--- src/tlpw_pkg.sv ---
package tlpw_pkg;

	localparam int PHYS_ADDR_BITS_DEF = 16;
	localparam int STEP_BITS = 3;
	localparam int CFG_INDEX_BITS = 1;
	localparam int CFG_DATA_BITS = 20;

	typedef logic [STEP_BITS-1:0] step_t;

	localparam step_t STEP_FETCH  = 3'd0;
	localparam step_t STEP_DIR    = 3'd1;
	localparam step_t STEP_PDE    = 3'd2;
	localparam step_t STEP_PTE    = 3'd3;
	localparam step_t STEP_WB_DIR = 3'd4;
	localparam step_t STEP_WB_TAB = 3'd5;
	localparam step_t STEP_DATA   = 3'd6;
	localparam step_t STEP_FINISH = 3'd7;

	localparam logic [CFG_INDEX_BITS-1:0] CFG_PAGING_ENABLE = 1'd0;
	localparam logic [CFG_INDEX_BITS-1:0] CFG_DIR_BASE      = 1'd1;

	localparam logic [31:0] ENTRY_PRESENT  = 32'h0000_0001;
	localparam logic [31:0] ENTRY_ACCESSED = 32'h0000_0020;
	localparam logic [31:0] ENTRY_DIRTY    = 32'h0000_0040;
	localparam logic [12:0] PAGE_SIZE      = 13'h1000;

	typedef enum logic [2:0] {
		ST_OK         = 3'd0,
		ST_CROSS      = 3'd1,
		ST_DIR_ABSENT = 3'd2,
		ST_TAB_ABSENT = 3'd3,
		ST_RANGE      = 3'd4
	} status_t;

	typedef enum logic [1:0] {
		MOP_NONE,
		MOP_READ,
		MOP_WRITE,
		MOP_DATA
	} mop_t;

	typedef enum logic [1:0] {
		ASEL_DIR,
		ASEL_TAB,
		ASEL_TABQ,
		ASEL_PA
	} asel_t;

	typedef enum logic [2:0] {
		CHK_NONE,
		CHK_DIR,
		CHK_PDE,
		CHK_PTE,
		CHK_DATA
	} chk_t;

	typedef enum logic [1:0] {
		LAT_NONE,
		LAT_PDE,
		LAT_PTE
	} latch_t;

	typedef enum logic [1:0] {
		JMP_NEXT,
		JMP_NO_PAGING,
		JMP_GOTO
	} jmp_t;

	typedef struct packed {
		logic   wait_in;
		mop_t   mop;
		asel_t  asel;
		chk_t   chk;
		latch_t latch;
		jmp_t   jmp;
		step_t  target;
		logic   finish;
	} uword_t;

	typedef struct packed {
		uword_t uw;
		logic   go;
	} seq_ctrl_t;

	typedef struct packed {
		logic in_valid;
		logic out_free;
		logic paging;
		logic err;
	} seq_stat_t;

	typedef struct packed {
		logic        en;
		logic        we;
		logic [2:0]  len;
		logic [31:0] wdata;
	} mem_req_t;

	function automatic uword_t ucode(step_t step);
		uword_t w;
		w = '{wait_in: 1'b0, mop: MOP_NONE, asel: ASEL_PA, chk: CHK_NONE,
			latch: LAT_NONE, jmp: JMP_NEXT, target: STEP_FETCH, finish: 1'b0};
		unique case (step)
			STEP_FETCH: begin
				w.wait_in = 1'b1;
				w.jmp = JMP_NO_PAGING;
				w.target = STEP_DATA;
			end
			STEP_DIR: begin
				w.chk = CHK_DIR;
				w.mop = MOP_READ;
				w.asel = ASEL_DIR;
			end
			STEP_PDE: begin
				w.chk = CHK_PDE;
				w.latch = LAT_PDE;
				w.mop = MOP_READ;
				w.asel = ASEL_TAB;
			end
			STEP_PTE: begin
				w.chk = CHK_PTE;
				w.latch = LAT_PTE;
			end
			STEP_WB_DIR: begin
				w.mop = MOP_WRITE;
				w.asel = ASEL_DIR;
			end
			STEP_WB_TAB: begin
				w.mop = MOP_WRITE;
				w.asel = ASEL_TABQ;
			end
			STEP_DATA: begin
				w.chk = CHK_DATA;
				w.mop = MOP_DATA;
				w.asel = ASEL_PA;
			end
			STEP_FINISH: begin
				w.finish = 1'b1;
				w.jmp = JMP_GOTO;
				w.target = STEP_FETCH;
			end
			default: ;
		endcase
		return w;
	endfunction

endpackage

--- src/tlpw_seq.sv ---
module tlpw_seq (
	input  logic                clk,
	input  logic                arst_n,
	input  tlpw_pkg::seq_stat_t stat,
	output tlpw_pkg::seq_ctrl_t ctrl
);
	import tlpw_pkg::*;

	step_t  step_q;
	uword_t uw;
	logic   stall;
	step_t  step_d;

	always_comb begin
		uw = ucode(step_q);
		stall = (uw.wait_in && !stat.in_valid) || (uw.finish && !stat.out_free);
		priority if (stall) begin
			step_d = step_q;
		end else if (stat.err) begin
			step_d = STEP_FINISH;
		end else begin
			unique case (uw.jmp)
				JMP_NO_PAGING: step_d = stat.paging ? step_t'(step_q + 1'b1) : uw.target;
				JMP_GOTO:      step_d = uw.target;
				default:       step_d = step_t'(step_q + 1'b1);
			endcase
		end
	end

	always_ff @(posedge clk or negedge arst_n) begin
		if (!arst_n) begin
			step_q <= STEP_FETCH;
		end else begin
			step_q <= step_d;
		end
	end

	assign ctrl.uw = uw;
	assign ctrl.go = !stall;

endmodule

--- config.mk ---
export PLATFORM = sky130hd
export DESIGN_NAME = tlpw_seq
export DESIGN_NICKNAME = d
export VERILOG_FILES = /design/src/tlpw_pkg.sv /design/src/tlpw_seq.sv
export SDC_FILE = /design/constraint.sdc
export NUM_CORES = 1
export LEC_CHECK = 0
export ABC_AREA = 1
export BUFFER_PORTS_ARGS = -buffer_cell sky130_fd_sc_hd__buf_2
export CAP_MARGIN = 20
export CORE_MARGIN = 3
export CORE_UTILIZATION = 35
export CTS_CLUSTER_DIAMETER = 50
export CTS_CLUSTER_SIZE = 12
export DETAILED_ROUTE_END_ITERATION = 7
export GPL_TIMING_DRIVEN = 0
export SLEW_MARGIN = 15
export SYNTH_ARGS = -nofsm -noshare
export SYNTH_HDL_FRONTEND = slang
export SYNTH_SLANG_ARGS = --single-unit
--- constraint.sdc ---
create_clock -name clk -period 2.03 [get_ports clk]
set_clock_uncertainty 0.2 [all_clocks]
set_input_delay 0.3045 -clock clk [delete_from_list [all_inputs] [get_ports clk]]
set_output_delay 0.3045 -clock clk [all_outputs]
set_load 0.01 [all_outputs]
Word-level counts from Yosys, hierarchy flattened
Cells that the tools add are included.
{ "op_classes": {"add_sub_neg": 1, "muxes": 9, "n_reduce_logical": 7, "n_eq_ne": 9} }
{ "ops": {"columns": ["cell", "n"], "rows": [
  ["$pmux W4 S5", 1],
  ["$eq A3 B3 Y1 const B", 4],
  ["$pmux W3 S4", 1],
  ["$pmux W5 S2", 1],
  ["$eq A3 B2 Y1 const B", 2],
  ["$mux W3", 2],
  ["$pmux W3 S2", 1],
  ["$pmux W2 S2", 1],
  ["$add A3 B1 Y3 const B", 1],
  ["$eq A3 B1 Y1 const B", 1],
  ["$logic_not A1 Y1", 3],
  ["$logic_not A3 Y1", 1],
  ["$eq A2 B1 Y1 const B", 1],
  ["$eq A2 B2 Y1 const B", 1],
  ["$logic_and A1 B1 Y1", 2],
  ["$mux W1", 2],
  ["$logic_or A1 B1 Y1", 1]
]} }
{ "totals": {"register_bits": 3, "output_inout_bits": 17, "in_bits": 6, "wordCells": 27} }

Longest topological paths before layout
{ "logic_depth": {"ltp_word": 5, "mapped_depth": 9, "mapped_depth_nobuf": 9} }

Worst setup path before layout
OpenSTA, ideal clock, no wires.
{ "synth_path": {"kind": "reg-to-output", "from": "reg step_q[1]", "to": "out ctrl[0] (netlist name)", "setup_slack_ns": 0.178, "arrival_ns": 1.348, "path_stages_with_launch": 7, "t_required_ns": 1.525, "path_buffers": 0, "path_cell_list": "dfrtp_1 > ha_1 > ha_1 > inv_1 > or2_1 > nand2_2 > inv_2"} }
{ "synth_lines": {"columns": ["element", "line_no", "text"], "rows": [
  ["start: declaration", "tlpw_seq.sv:9", "step_t step_q;"],
  ["start signal: assignment", "tlpw_seq.sv:34", "step_q <= step_d;"],
  ["end: declaration", "tlpw_seq.sv:5", "output tlpw_pkg::seq_ctrl_t ctrl"]
]} }

==> reports/metrics.yaml <==
outcome:
  run_status: "completed"
finish:
  largest_reg_flops: 3
  nets: 120
  area_delta_synth_final_pct: 57.4
  layout.cells.non_filler: 120
  top_regs: "step_q: 3 flops"
  seq_area_um2: 77.6
  largest-register: "step_q"
  multi_input_area_um2: 343
  drive_above_1_share_pct: 50.9
  fill_cells: 102
  antennaDiodeCount: 0
  design_area_um2: 744
  fin_util_pct: 62.8
floorplanning:
  core_area_mm2: 0.00119
  start_util_pct: 39.9
  fp.dieW_um: 42.8
  dieArea_mm2: 0.00183
  dieHeight_um: 42.8
  ios: 23
  rows: 12
grt:
  grt_pass1_vias: 399
  grt-ovfl-total: 0
  grt_max_degree: 10
  grt_pass1_wl_mm: 1.56
  antenna_found_initial: 0
  grtUsageTotal_pct: 11.1
power:
  powerDensity_mw_per_mm2: 1610
  p_leak_uw: 0.000420
  ir_drop_mv: 1.03
synthesis:
  yosys.cell_count.top_type: "nor2_1"
  synth_commonest_cells: "nor2_1, nand2_1, inv_1, ha_1"
  syn_inst: 72
  synth_top_area_share_pct: 18.5
  avgSynthCellArea_um2: 6.57
  yosys-top-cells-area: "ha_1, dfrtp_1, nor2_1"
  seq_area_frac_synth_pct: 15.9
  synth_cell_types: 21
  syn_area_um2: 473
  synth.largest_area_cell: "ha_1"
  synth_flop_cell: "dfrtp_1"
  synth_edf_count: 0
  yosys_warnings: 0
  syn-num-nets: 85
  synth-seq-cells: 3
  synthArstFlopShare_pct: 100
placement:
  place_area_um2: 596
  dpl.hpwl_um: 809
  routabilityCongestion: 0.698
  pre_cts_ws_ps: -29.2
  dp_cells: 107
  portBuffers: 21
worst_setup_path:
  start_kind: "register"
  critical_path.max_stage_delay_ps: 420
  critPathSlowestCell: "dfrtp_2"
  path_cells: "ha_4, ha_4, inv_2, or2_1, nand2_2, inv_2, buf_6"
  worstPathArrival_ps: 1470
  worst-path-max-fanout: 4
  reg2reg_slack_ps: 310
  crit_required_ps: 1530
  end_kind: "output port"
  worstSetupPathType: "reg -> out"
route:
  via_per_inst: 4.44
  first_pass_iters: 4
  drt-total-wl_mm: 1.12
  vias: 533
  drcViolationCount: 0
  drtAntennaViolNets: 0
  wire_per_inst_um: 9.34
  drt_iter0_markers: 8
cts:
  cts_tree: "yes"
  clk_latency_ps: 230
  cts-htree-levels: 1
  clockBufferDepth: 2
  cts_root_buf: "clkbuf_4"
  clock-sinks: 3
  path_clk_slew_ps: 30
  cts_made_buffers: 3
sta:
  fmaxAchievable_mhz: 507
  finalCritPeriodShare_pct: 97.2
  maxSlewViolCount: 0
  rsz0062_at_grt: "yes"
  min_period_ps: 1970
  setup_ws_ps: 57.5
  hold_viol: 0
  setup_viol: 0
worst_hold_path:
  min_path_type: "in -> reg"
flow_run:
  cap_violations: 0
-- final cells by class --
type | instances | area share (%)
clock buffer | 4 | 3.53
timing repair buffer | 30 | 24.9
multi-input combinational | 52 | 46.1
inverter | 11 | 6.22
buffer | 6 | 6.55
tap | 14 | 2.35
sequential | 3 | 10.4
-- kinds of logic (layout without fill, tap and decap cells) --
kind of cell | Yosys count | count (layout) | share of synthesized area (%)
compound gates | 8 | 8 | 10.6
fa+ha+maj | 7 | 7 | 18.5
buf+inv | 17 | 51 | 19.6
flops | 3 | 3 | 15.9
other cells | 1 | 1 | 0.793
simple gates | 36 | 36 | 34.7
-- path summary, 6_finish.rpt --
check,start,end,depth (start not counted)
min in group asynchronous,arst_n,step_q[1]$_DFFE_PN0P_,2
setup / recovery,step_q[0]$_DFFE_PN0P_,ctrl[0],7
hold / removal,stat[0],step_q[0]$_DFFE_PN0P_,3
hold reg to reg,step_q[0]$_DFFE_PN0P_,step_q[0]$_DFFE_PN0P_,2
max in group asynchronous,arst_n,step_q[0]$_DFFE_PN0P_,2
setup reg to reg,step_q[0]$_DFFE_PN0P_,step_q[2]$_DFFE_PN0P_,8
-- timing repair --
action | in CTS | in global routing
pin swaps | 1 | 7
gates resized for setup | 8 | 8
endpoints found under the hold margin | 3 | 0
endpoints found under the setup margin | 2 | 5
buffers inserted | 2 | 6
hold buffers | 1 | 0
-- worst max-delay path: cells and delay by family, from the launching register on --
| family | cells | cell delay [ps] |
|---|---|---|
| adders and majority gates | 2 | 300 |
| DFF | 1 | 420 |
| and+or+nand+nor | 2 | 320 |
| buffers and inverters | 3 | 190 |
-- where the power goes --
group          total (uW)  internal (uW)  switching, uW
clock                 101           73.5           28.0
combinational         960            458            502
sequential            139           92.5           46.3
-- cell usage in the layout, fill, tap and decap left out, drive strengths merged, types with 2 or more instances in the layout --
master and n:
o21ai 4, nor2 14, nand2 14, nand3 5, dfrtp 3, clkbuf 4
a21oi 2, ha 7, buf 35, inv 11
-- metrics by stage --
step                hold WS [ps]  TNS, ps  power (uW)
floorplan                   -191        0         675
global placement           -98.3    -46.7         886
detailed placement         -99.4    -29.2         881
CTS                          187    -11.3        1050
global route                 208    -13.5        1310
finish                       183        0        1200
-- routing by layer --
metal / vias up / share of wire (%) / GRT usage [%]
li1: 289 / - / -
met1: 234 / 44 / 14.4
met2: 10 / 53 / 15.9
met3: 0 / 3.6 / 3.81
met4: 0 / 0 / 5.59
met5: - / 0 / 0
Power figures use the tool's default switching activity.
